**config.mk**
```make
export PLATFORM = sky130hd
export DESIGN_NAME = credit_flow_control_table_unit
export DESIGN_NICKNAME = d
export VERILOG_FILES = /design/src/rtl/cfct_pkg.sv /design/src/rtl/credit_flow_control_table_unit.sv
export VERILOG_INCLUDE_DIRS = /design/src /design/src/rtl
export SDC_FILE = /design/constraint.sdc
export NUM_CORES = 2
export LEC_CHECK = 0
export BUFFER_PORTS_ARGS = -buffer_cell sky130_fd_sc_hd__buf_2
export CORE_ASPECT_RATIO = 0.7
export CORE_UTILIZATION = 25
export CTS_CLUSTER_DIAMETER = 80
export CTS_CLUSTER_SIZE = 30
export DETAILED_ROUTE_END_ITERATION = 10
export GPL_TIMING_DRIVEN = 0
export HOLD_SLACK_MARGIN = 0.05
export SLEW_MARGIN = 20
export SYNTH_ARGS = -nofsm -noshare
export SYNTH_HDL_FRONTEND = slang
export SYNTH_SLANG_ARGS = --single-unit
```
**constraint.sdc**
```tcl
create_clock -name clk -period 7.1 [get_ports clk]
set_input_delay 1.42 -clock clk [delete_from_list [all_inputs] [get_ports clk]]
set_output_delay 1.42 -clock clk [all_outputs]
set_load 0.05 [all_outputs]
```
**src/rtl/credit_flow_control_table_unit_defines.svh**
```systemverilog
// Assertion macros for the credit table
`ifndef CREDIT_FLOW_CONTROL_TABLE_UNIT_DEFINES_SVH
`define CREDIT_FLOW_CONTROL_TABLE_UNIT_DEFINES_SVH

// same-cycle implication, checked outside reset
`define CFCT_ASSERT_NOW(label, ck, rstn, ante, cons) \
  label: assert property (@(posedge ck) disable iff (!rstn) (ante) |-> (cons)) \
    else $error("credit table check failed");

// next-cycle implication, checked outside reset
`define CFCT_ASSERT_NEXT(label, ck, rstn, ante, cons) \
  label: assert property (@(posedge ck) disable iff (!rstn) (ante) |=> (cons)) \
    else $error("credit table check failed");

`endif

```
**src/rtl/cfct_pkg.sv**
```systemverilog
package cfct_pkg;

  localparam int DEF_PORT_COUNT = 5;
  localparam int DEF_NUM_VCS    = 4;

  localparam int PORT_W = 3;
  localparam int VC_W   = 3;
  localparam int CRED_W = 8;
  localparam int ACT_W  = 4;
  localparam int CNT_W  = 32;

  localparam int IN_DATA_W  = 8;
  localparam int OUT_DATA_W = 176;
  localparam int OUT_USED_W = 1 + CRED_W + 5 * CNT_W;

  localparam int CFG_IDX_W  = 2;
  localparam int CFG_DATA_W = 8;

  // configuration register indexes
  localparam logic [CFG_IDX_W-1:0] CFG_CREDIT_LIMIT = 2'd0;
  localparam logic [CFG_IDX_W-1:0] CFG_ACTIVE_PORTS = 2'd1;
  localparam logic [CFG_IDX_W-1:0] CFG_ACTIVE_VCS   = 2'd2;

  localparam logic [CRED_W-1:0] RST_CREDIT_LIMIT = 8'd4;
  localparam logic [ACT_W-1:0]  RST_ACTIVE_PORTS = 4'd5;
  localparam logic [ACT_W-1:0]  RST_ACTIVE_VCS   = 4'd4;

  typedef enum logic [1:0] {
    REQ_SEND   = 2'd0,
    REQ_RETURN = 2'd1,
    REQ_CHECK  = 2'd2,
    REQ_INIT   = 2'd3
  } req_t;

  typedef enum logic [1:0] {
    STAT_DONE  = 2'd0,
    STAT_STALL = 2'd1,
    STAT_BAD   = 2'd2,
    STAT_FULL  = 2'd3
  } status_t;

  typedef enum logic [1:0] {
    ST_SWEEP,
    ST_IDLE,
    ST_FETCH,
    ST_EXEC
  } state_t;

  typedef struct packed {
    logic [CNT_W-1:0]  returns;
    logic [CNT_W-1:0]  stalls;
    logic [CNT_W-1:0]  sent;
    logic [CRED_W-1:0] ceiling;
    logic [CRED_W-1:0] credits;
  } entry_t;

endpackage

```
**src/rtl/credit_flow_control_table_unit.sv**
```systemverilog
// Credit table holding one credit counter and three event counters for every
// (port, virtual channel) pair in a single-port synchronous RAM. A send, return
// or check transaction is accepted together with the RAM read, then modified,
// written back and loaded into the result register once that register is free;
// no new item is taken until then. An init
// transaction sweeps the whole table, one entry a cycle, before its result is
// read back through FETCH and EXEC. The same sweep runs after reset,
// during which no input is taken (configuration writes are always taken).
// Configuration is meant to change only while the unit is idle; credit_limit,
// active_ports and active_vcs act only at the next init.
`include "credit_flow_control_table_unit_defines.svh"

module credit_flow_control_table_unit #(
  parameter int PORT_COUNT = cfct_pkg::DEF_PORT_COUNT,
  parameter int NUM_VCS    = cfct_pkg::DEF_NUM_VCS
) (
  input  logic                            clk,
  input  logic                            rst_n,
  // req_type
  input  logic [1:0]                      in_tuser,
  // port [2:0], vc [5:3], zero padding
  input  logic [cfct_pkg::IN_DATA_W-1:0]  in_tdata,
  input  logic                            in_tvalid,
  output logic                            in_tready,
  // status
  output logic [1:0]                      out_tuser,
  // can_send [0], credits_left [8:1], chan_flits_sent [40:9], chan_stalls [72:41],
  // chan_returns [104:73], all_flits_sent [136:105], all_stalls [168:137], padding
  output logic [cfct_pkg::OUT_DATA_W-1:0] out_tdata,
  output logic                            out_tvalid,
  input  logic                            out_tready,
  input  logic                            cfg_valid,
  output logic                            cfg_ready,
  input  logic [cfct_pkg::CFG_IDX_W-1:0]  cfg_index,
  input  logic [cfct_pkg::CFG_DATA_W-1:0] cfg_data
);
  import cfct_pkg::*;

  localparam int NUM_CH = PORT_COUNT * NUM_VCS;
  localparam int AW     = (NUM_CH > 1) ? $clog2(NUM_CH) : 1;
  localparam int IDX_W  = PORT_W + VC_W;

  // configuration
  logic [CRED_W-1:0] credit_limit_r;
  logic [ACT_W-1:0]  active_ports_r;
  logic [ACT_W-1:0]  active_vcs_r;

  // FSM and latched item
  state_t            state_r, state_nxt;
  req_t              req_r;
  logic [AW-1:0]     addr_r;
  logic              chan_ok_r;
  logic              init_pend_r;

  // sweep position
  logic [AW-1:0]     sw_addr_r;
  logic [PORT_W-1:0] sw_port_r;
  logic [VC_W-1:0]   sw_vc_r;
  logic              sw_last;
  logic              sw_live;

  // RAM
  entry_t            mem [NUM_CH];
  entry_t            rd_data_r;
  logic              rd_en;
  logic [AW-1:0]     rd_addr;
  logic              mem_we;
  logic [AW-1:0]     wr_addr;
  entry_t            wr_data;

  // totals
  logic [CNT_W-1:0]  total_sent_r, total_sent_nxt;
  logic [CNT_W-1:0]  total_stall_r, total_stall_nxt;

  // output register
  logic                  out_valid_r;
  logic [1:0]            out_user_r;
  logic [OUT_DATA_W-1:0] out_data_r;

  // input decode
  logic [PORT_W-1:0] in_port;
  logic [VC_W-1:0]   in_vc;
  logic              in_ok;
  logic [IDX_W-1:0]  in_idx;
  logic [AW-1:0]     in_addr;
  logic              accept;
  logic              exec_go;

  // execute datapath
  entry_t            upd;
  status_t           status_c;
  logic              modifies;

  assign in_port = in_tdata[PORT_W-1:0];
  assign in_vc   = in_tdata[PORT_W+VC_W-1:PORT_W];
  assign in_ok   = ({1'b0, in_port} < ACT_W'(PORT_COUNT)) && ({1'b0, in_vc} < ACT_W'(NUM_VCS));
  assign in_idx  = IDX_W'(in_port) * IDX_W'(NUM_VCS) + IDX_W'(in_vc);
  assign in_addr = in_ok ? in_idx[AW-1:0] : '0;
  assign accept  = in_tvalid && in_tready;
  assign exec_go = (state_r == ST_EXEC) && (!out_valid_r || out_tready);

  assign sw_last = (sw_addr_r == AW'(NUM_CH - 1));
  assign sw_live = ({1'b0, sw_port_r} < active_ports_r) && ({1'b0, sw_vc_r} < active_vcs_r);

  assign cfg_ready = 1'b1;

  always_ff @(posedge clk) begin
    if (!rst_n) begin
      credit_limit_r <= RST_CREDIT_LIMIT;
      active_ports_r <= RST_ACTIVE_PORTS;
      active_vcs_r   <= RST_ACTIVE_VCS;
    end else if (cfg_valid) begin
      case (cfg_index)
        CFG_CREDIT_LIMIT: credit_limit_r <= cfg_data[CRED_W-1:0];
        CFG_ACTIVE_PORTS: active_ports_r <= cfg_data[ACT_W-1:0];
        CFG_ACTIVE_VCS:   active_vcs_r   <= cfg_data[ACT_W-1:0];
        default: ;
      endcase
    end
  end

  // next state
  always_comb begin
    state_nxt = state_r;
    case (state_r)
      ST_SWEEP: begin
        if (sw_last) state_nxt = init_pend_r ? ST_FETCH : ST_IDLE;
      end
      ST_IDLE: begin
        if (accept) state_nxt = (req_t'(in_tuser) == REQ_INIT) ? ST_SWEEP : ST_EXEC;
      end
      ST_FETCH: state_nxt = ST_EXEC;
      ST_EXEC: begin
        if (exec_go) state_nxt = ST_IDLE;
      end
      default: state_nxt = ST_IDLE;
    endcase
  end

  // FSM outputs
  always_comb begin
    in_tready = 1'b0;
    rd_en     = 1'b0;
    rd_addr   = addr_r;
    case (state_r)
      ST_IDLE: begin
        in_tready = 1'b1;
        rd_en     = in_tvalid;
        rd_addr   = in_addr;
      end
      ST_FETCH: rd_en = 1'b1;
      default: ;
    endcase
  end

  // modify step
  always_comb begin
    upd             = rd_data_r;
    status_c        = STAT_DONE;
    modifies        = 1'b0;
    total_sent_nxt  = total_sent_r;
    total_stall_nxt = total_stall_r;
    case (req_r)
      REQ_SEND: begin
        modifies = 1'b1;
        if (rd_data_r.credits == '0) begin
          upd.stalls      = rd_data_r.stalls + 1'b1;
          total_stall_nxt = total_stall_r + 1'b1;
          status_c        = STAT_STALL;
        end else begin
          upd.credits    = rd_data_r.credits - 1'b1;
          upd.sent       = rd_data_r.sent + 1'b1;
          total_sent_nxt = total_sent_r + 1'b1;
        end
      end
      REQ_RETURN: begin
        if (rd_data_r.credits < rd_data_r.ceiling) begin
          modifies    = 1'b1;
          upd.credits = rd_data_r.credits + 1'b1;
          upd.returns = rd_data_r.returns + 1'b1;
        end else begin
          status_c = STAT_FULL;
        end
      end
      default: ;
    endcase
    if (!chan_ok_r) begin
      modifies        = 1'b0;
      status_c        = STAT_BAD;
      total_sent_nxt  = total_sent_r;
      total_stall_nxt = total_stall_r;
    end
  end

  // write port: sweep has priority, exec never overlaps it
  always_comb begin
    mem_we  = 1'b0;
    wr_addr = addr_r;
    wr_data = upd;
    if (state_r == ST_SWEEP) begin
      mem_we          = 1'b1;
      wr_addr         = sw_addr_r;
      wr_data         = '0;
      wr_data.credits = sw_live ? credit_limit_r : '0;
      wr_data.ceiling = sw_live ? credit_limit_r : '0;
    end else if (exec_go && modifies) begin
      mem_we = 1'b1;
    end
  end

  always_ff @(posedge clk) begin
    if (mem_we) mem[wr_addr] <= wr_data;
    if (rd_en) rd_data_r <= mem[rd_addr];
  end

  always_ff @(posedge clk) begin
    if (!rst_n) begin
      state_r       <= ST_SWEEP;
      init_pend_r   <= 1'b0;
      sw_addr_r     <= '0;
      sw_port_r     <= '0;
      sw_vc_r       <= '0;
      total_sent_r  <= '0;
      total_stall_r <= '0;
      out_valid_r   <= 1'b0;
    end else begin
      state_r <= state_nxt;
      if (state_r == ST_SWEEP) begin
        if (sw_last) begin
          sw_addr_r <= '0;
          sw_port_r <= '0;
          sw_vc_r   <= '0;
        end else begin
          sw_addr_r <= sw_addr_r + 1'b1;
          if (sw_vc_r == VC_W'(NUM_VCS - 1)) begin
            sw_vc_r   <= '0;
            sw_port_r <= sw_port_r + 1'b1;
          end else begin
            sw_vc_r <= sw_vc_r + 1'b1;
          end
        end
      end
      if (accept) begin
        init_pend_r <= (req_t'(in_tuser) == REQ_INIT);
        if (req_t'(in_tuser) == REQ_INIT) begin
          total_sent_r  <= '0;
          total_stall_r <= '0;
        end
      end
      if (exec_go) begin
        total_sent_r  <= total_sent_nxt;
        total_stall_r <= total_stall_nxt;
        init_pend_r   <= 1'b0;
      end
      if (exec_go) out_valid_r <= 1'b1;
      else if (out_tready) out_valid_r <= 1'b0;
    end
  end

  // item latch and result payload
  always_ff @(posedge clk) begin
    if (accept) begin
      req_r     <= req_t'(in_tuser);
      addr_r    <= in_addr;
      chan_ok_r <= in_ok;
    end
    if (exec_go) begin
      out_user_r <= status_c;
      if (chan_ok_r) begin
        out_data_r <= OUT_DATA_W'({total_stall_nxt, total_sent_nxt, upd.returns, upd.stalls,
                                   upd.sent, upd.credits, (upd.credits != '0)});
      end else begin
        out_data_r <= OUT_DATA_W'({total_stall_nxt, total_sent_nxt,
                                   (OUT_USED_W - 2 * CNT_W)'(0)});
      end
    end
  end

  assign out_tvalid = out_valid_r;
  assign out_tuser  = out_user_r;
  assign out_tdata  = out_data_r;

  `CFCT_ASSERT_NEXT(a_busy_after_accept, clk, rst_n, accept, !in_tready)
  `CFCT_ASSERT_NOW(a_no_write_bad_chan, clk, rst_n, mem_we && (state_r == ST_EXEC), chan_ok_r)
  `CFCT_ASSERT_NOW(a_credit_in_ceiling, clk, rst_n, mem_we, wr_data.credits <= wr_data.ceiling)
  `CFCT_ASSERT_NEXT(a_sweep_leaves, clk, rst_n, (state_r == ST_SWEEP) && sw_last,
                    (state_r == ST_FETCH) || (state_r == ST_IDLE))

endmodule
```
* Word level (Yosys, flattened, before mapping)
Memory sizes are Yosys's and may differ from the RTL's. A register that Yosys moved wholly into a read port is not among the register bits.
Cells that the tools add are included.
** Storage, ports and cells
- Register bits :: 281
- Bits in latches :: 0
- RAM bits :: 2240
- Bits in read-only memories :: 0
- Word-level logic and storage cells :: 118
- Memories kept :: 1
** Memories
- mem :: depth 20, width 112, read ports 1, clocked after Yosys merged registers in 1, write ports 1, RTL line credit_flow_control_table_unit.sv:63 : entry_t mem [NUM_CH];
** Operators by class
- Add/sub/neg operators :: 11
- Multiply operators :: 0
- Divide/modulo/power cells :: 0
- Order comparisons :: 5
- Eq/ne operators :: 12
- Shift operators :: 0
- Muxes and demuxes :: 48
- Bitwise operators :: 1
- Reductions and logical operators :: 23
** Operator list (number)
- $mux 32 :: 14
- $add 32x1->32 const B :: 5
- $mux 112 :: 1
- $mux 64 :: 1
- $mux 8 :: 3
- $mux 5 :: 4
- $pmux 8 s2 :: 1
- $mux 2 :: 6
- $mux 3 :: 4
- $mux 1 :: 10
- $reduce_and 2->1 :: 5
- $add 8x1->8 const B :: 1
- $eq 2x2->1 const B :: 4
- $logic_not 8->1 :: 1
- $lt 3x4->1 :: 2
- $lt 8x8->1 :: 1
- $pmux 2 s4 :: 1
- $reduce_bool 2->1 :: 4
- $reduce_bool 8->1 :: 1
- $sub 8x1->8 const B :: 1
- $add 3x1->3 const B :: 2
- $eq 2x1->1 const B :: 3
- $logic_not 2->1 :: 3
- $lt 3x3->1 const B :: 2
- 13 further kinds :: 20

* Longest topological paths before layout
- Depth after elaboration :: 9
- Gate-level depth with buffers :: 13
- Mapped depth without buffers :: 9

* Worst setup path before layout
OpenSTA, ideal clock, no wires.
- Path kind :: input to register
- From :: input port out_tready
- To :: memory mem[0][0] in the netlist's numbering (enable)
- Setup time :: 0.584 ns
- Arrival time :: 7.053 ns
- Setup slack :: -0.537 ns
- Stages :: 7
- Cell sequence :: nand2b_1 -> nand2_1 -> clkbuf_1 -> nor3_1 -> a21oi_1 -> or2_2 -> nor2_1
** Between the ends
- Longest elaborated chain between the ends :: 7
** Ends and longest elaborated chain
- from (decl) :: RTL line credit_flow_control_table_unit.sv:31 : input logic out_tready,
- $logic_or 1x1->1 :: RTL line credit_flow_control_table_unit.sv:100 : assign exec_go = (state_r == ST_EXEC) && (!out_valid_r || out_tready);
- $logic_and 1x1->1 :: RTL line credit_flow_control_table_unit.sv:100
- $logic_and 1x1->1 :: RTL line credit_flow_control_table_unit.sv:206 : end else if (exec_go && modifies) begin
- $mux 1 :: RTL line credit_flow_control_table_unit.sv:206
- $mux 1 :: RTL line credit_flow_control_table_unit.sv:200 : if (state_r == ST_SWEEP) begin
- $mux 1 :: RTL line credit_flow_control_table_unit.sv:212 : if (mem_we) mem[wr_addr] <= wr_data;
- $mux 1 (implied by the code) :: RTL line credit_flow_control_table_unit.sv:212
- to (decl) :: RTL line credit_flow_control_table_unit.sv:63
No other way between the ends.

==> qor.csv <==
metric,value,unit
outcome,finished clean,
pwr/cell area,259,mW/mm²
crit path cell chain,clkbuf_1 -> nor4_2 -> clkbuf_1 -> nand4_1 -> nor4_2 -> nand4_1 -> nor2_1 -> xnor2_1 -> nor2_2,
GPL Wtd Cong,0.865,
syn_area_per_cell,13.8,µm²
Seq cells post-synth,2626,
hold path cells,2,
Unique masters post-synth,69,
WS Path Type,reg -> reg,
Total Routing Usage GR,14.0,%
Worst Path Required,7.60,ns
First-pass DRT Iterations,7,
CP Capture Type,flop,
port bufs,194,
CTS sink count,2626,
CTS tree,done,
Routed Wire Length,307000,µm
slowest cell on the critical path,nor4_2,
Root Buffer,clkbuf_16,
Wirelength per Cell,22.5,µm
"antenna viol nets, final",0,
final setup fails,0,
Max IR drop VDD,0.217,mV
pre-CTS setup slack,0.645,ns
initial antenna violation count,27,
Most used DFF post-synth,edfxtp_1,
"CTS clk-pin slew, worst paths",0.12,ns
most frequent cells in the layout,"edfxtp_1 (2,531), nand2_1 (1,932), nand3_1 (846), clkbuf_1 (411), a311oi_1 (224)",
Syn Std Cell Area,0.105,mm²
Post-CTS Hold Buffers,0,
Worst Hold Class,reg -> reg,
Fin. Hold Viols,0,
Psw,8.49,mW
sequential element share of the synthesized area,74.5,%
cell leakage power,38.9,nW
Avg Vias per Cell,4.82,
Slew Limit Fails,0,
post-cts sizing count,0,
startpoint class of the critical path,flop,
Post-synth ARST share,0,%
Least-Margin Pin Slew,1.13,ns
Chip Width,775,µm
Skew-Pair Late Insertion Delay,0.83,ns
WHS,0.477,ns
post-CTS setup buffer count,0,
Clock Power Share,25.7,%
Clock Tree Buf Depth,3,
CTS buffer count,107,
row count,198,
crit path max fanout,20,
CP Data Arrival Time,6.44,ns
core box area,0.416,mm²
Worst path top cell family by delay,simple AND/OR/NAND/NOR gates,
Gate power share,15.5,%
final total power,31.0,mW
Remaining DRCs,0,
cell-internal power,22.5,mW
Final Critical Period,5.94,ns
crit share post-route,83.7,%
share of cells above drive strength 1,10.1,%
Die H,543,µm
max-cap violations,0,
Post-Syn Instances,7589,
CP bufs+invs,2,
P&R area growth vs syn,14.5,%
switching share of total power,27.4,%
gr ovfl total,0,
# IOs,206,
RSZ-0062 raised after global routing,false,
number of flops mapped to enable cells by yosys,2531,
first-pass GRT wire length,438000,µm
nets,8115,
WP depth,9,
Vias,65600,
Seq pwr share,58.8,%
Final Skew,0.0407,ns
starting density of the core,25.1,%
die footprint,0.421,mm²
Detailed Place HPWL,220000,µm
"most common cell after layout, fill and taps aside",edfxtp_1,
largest net degree at the start of global routing,78,
worst reg2reg path depth,9,
Fmax,168,MHz
Syn. warnings,0,
slew margin rel.,24.5,%
htree depth,3,
final setup margin,1.16,ns
CP max stage delay,0.94,ns
DRT iter0 DRCs,8996,
vias in the first global route,60100,
cells in the mapped netlist (3+ instances only):
library cell | number | share of area [%]
or4_1 | 5 | 0.036
mux4_2 | 112 | 2.4
clkbuf_1 | 432 | 1.6
dfxtp_1 | 95 | 1.8
nor2b_1 | 59 | 0.35
nor3_1 | 43 | 0.21
mux2i_1 | 18 | 0.17
o31ai_1 | 119 | 0.85
o21a_1 | 7 | 0.050
a311oi_1 | 224 | 1.9
and4_1 | 10 | 0.084
o21ai_0 | 58 | 0.28
nand3b_1 | 3 | 0.022
a31oi_1 | 6 | 0.036
or2_2 | 7 | 0.042
o311ai_0 | 4 | 0.034
and2_1 | 13 | 0.078
xnor2_1 | 95 | 0.80
nand4_1 | 35 | 0.21
and3_1 | 138 | 0.83
nand2_1 | 1932 | 6.9
buf_1 | 41 | 0.15
a21oi_1 | 40 | 0.19
inv_1 | 55 | 0.20
o22ai_1 | 4 | 0.024
nor2_1 | 290 | 1.0
ha_1 | 28 | 0.34
a32oi_1 | 114 | 0.96
buf_2 | 11 | 0.053
a22o_1 | 10 | 0.084
nand3_1 | 846 | 4.1
nor3b_1 | 5 | 0.036
o311a_1 | 3 | 0.029
a21boi_0 | 12 | 0.086
edfxtp_1 | 2531 | 73
nor4_1 | 25 | 0.15
or3_1 | 6 | 0.036
buf_4 | 8 | 0.057
o211ai_1 | 3 | 0.022
a22oi_1 | 27 | 0.19
nand2b_1 | 11 | 0.066
a21o_1 | 9 | 0.065
xor2_1 | 64 | 0.54
path summary, 6_finish.rpt:
check                                   endpoint                            from  slack (ns)
setup / recovery            mem[9][79]$_DFFE_PP_          rd_data_r[3]$_DFFE_PP_        1.16
hold reg to reg   total_stall_r[10]$_SDFFE_PN0P_  total_stall_r[10]$_SDFFE_PN0P_        0.48
setup reg to reg            mem[9][79]$_DFFE_PP_          rd_data_r[3]$_DFFE_PP_        1.16
hold / removal    total_stall_r[10]$_SDFFE_PN0P_  total_stall_r[10]$_SDFFE_PN0P_        0.48
routing by layer:
metal / global-route usage (%) / vias up / part of all wire [%]
met1: 21.9 / 33000 / 46
met3: 2.68 / 309 / 10
li1: - / 29000 / -
met4: 3.18 / 2 / 2.3
met5: 0 / - / 0.0065
met2: 19.6 / 3232 / 41
flip-flops by register name (all words and copies together), names as in the netlist:
name	cells
active_ports_r	4
active_vcs_r	4
addr_r	5
chan_ok_r	1
credit_limit_r	8
init_pend_r	1
mem	2240
out_tdata	169
out_tuser	2
out_tvalid	1
rd_data_r	112
req_r	2
state_r	2
sw_addr_r	5
sw_port_r	3
sw_vc_r	3
total_sent_r	32
total_stall_r	32
layout make-up:
type	instances	area, µm²
plain buffers	492	1940
flip-flops and latches	2626	77900
well taps	5500	6880
inverters	55	206
multi-input cells	4422	25100
repair buffers	358	4400
clock buffers	117	2740
diodes	13	32.5
clock inverters	32	569
fillers	41600	296000
worst reg2reg max path: cells and delay by family, from the launching register on:
family,cells,cell delay [ns]
buffers and inverters,2,1.15
AND/OR/NAND/NOR,6,3.83
flip-flops,1,0.48
XOR/XNOR,1,0.16
cells by family (layout without fill, tap and decap cells):
group | after synthesis | in the layout | share of synthesized area, %
flip-flops | 2626 | 2626 | 74.5
buffers and inverters | 547 | 1054 | 2.01
XOR/XNOR | 159 | 159 | 1.33
multiplexers | 131 | 131 | 2.60
other | 2 | 21 | 0.00718
adder cells (fa/ha/maj) | 28 | 28 | 0.335
AO/OA/AOI/OAI | 657 | 657 | 4.92
AND/OR/NAND/NOR | 3439 | 3439 | 14.3
power groups by stage:
stage	clock network, mW	logic (mW)	registers [mW]
floorplan	0	2.44	18.7
global placement	0	4.16	18.8
detailed placement	0	4.74	18.6
CTS	8.08	4.75	18.2
global route	8.54	5.09	18.3
finish	7.97	4.79	18.2
metrics by stage:
stage               TNS (ns)  util (%)  std cells  area [µm²]
floorplan            -958.11         -       7595      105000
global placement           -      27.0      13300      112000
detailed placement         0      28.0      13500      116000
CTS                        0      28.8      13600      120000
global route               0      28.8      13600      120000
finish                     0      28.8      13600      120000
Power figures use the tool's default switching activity.
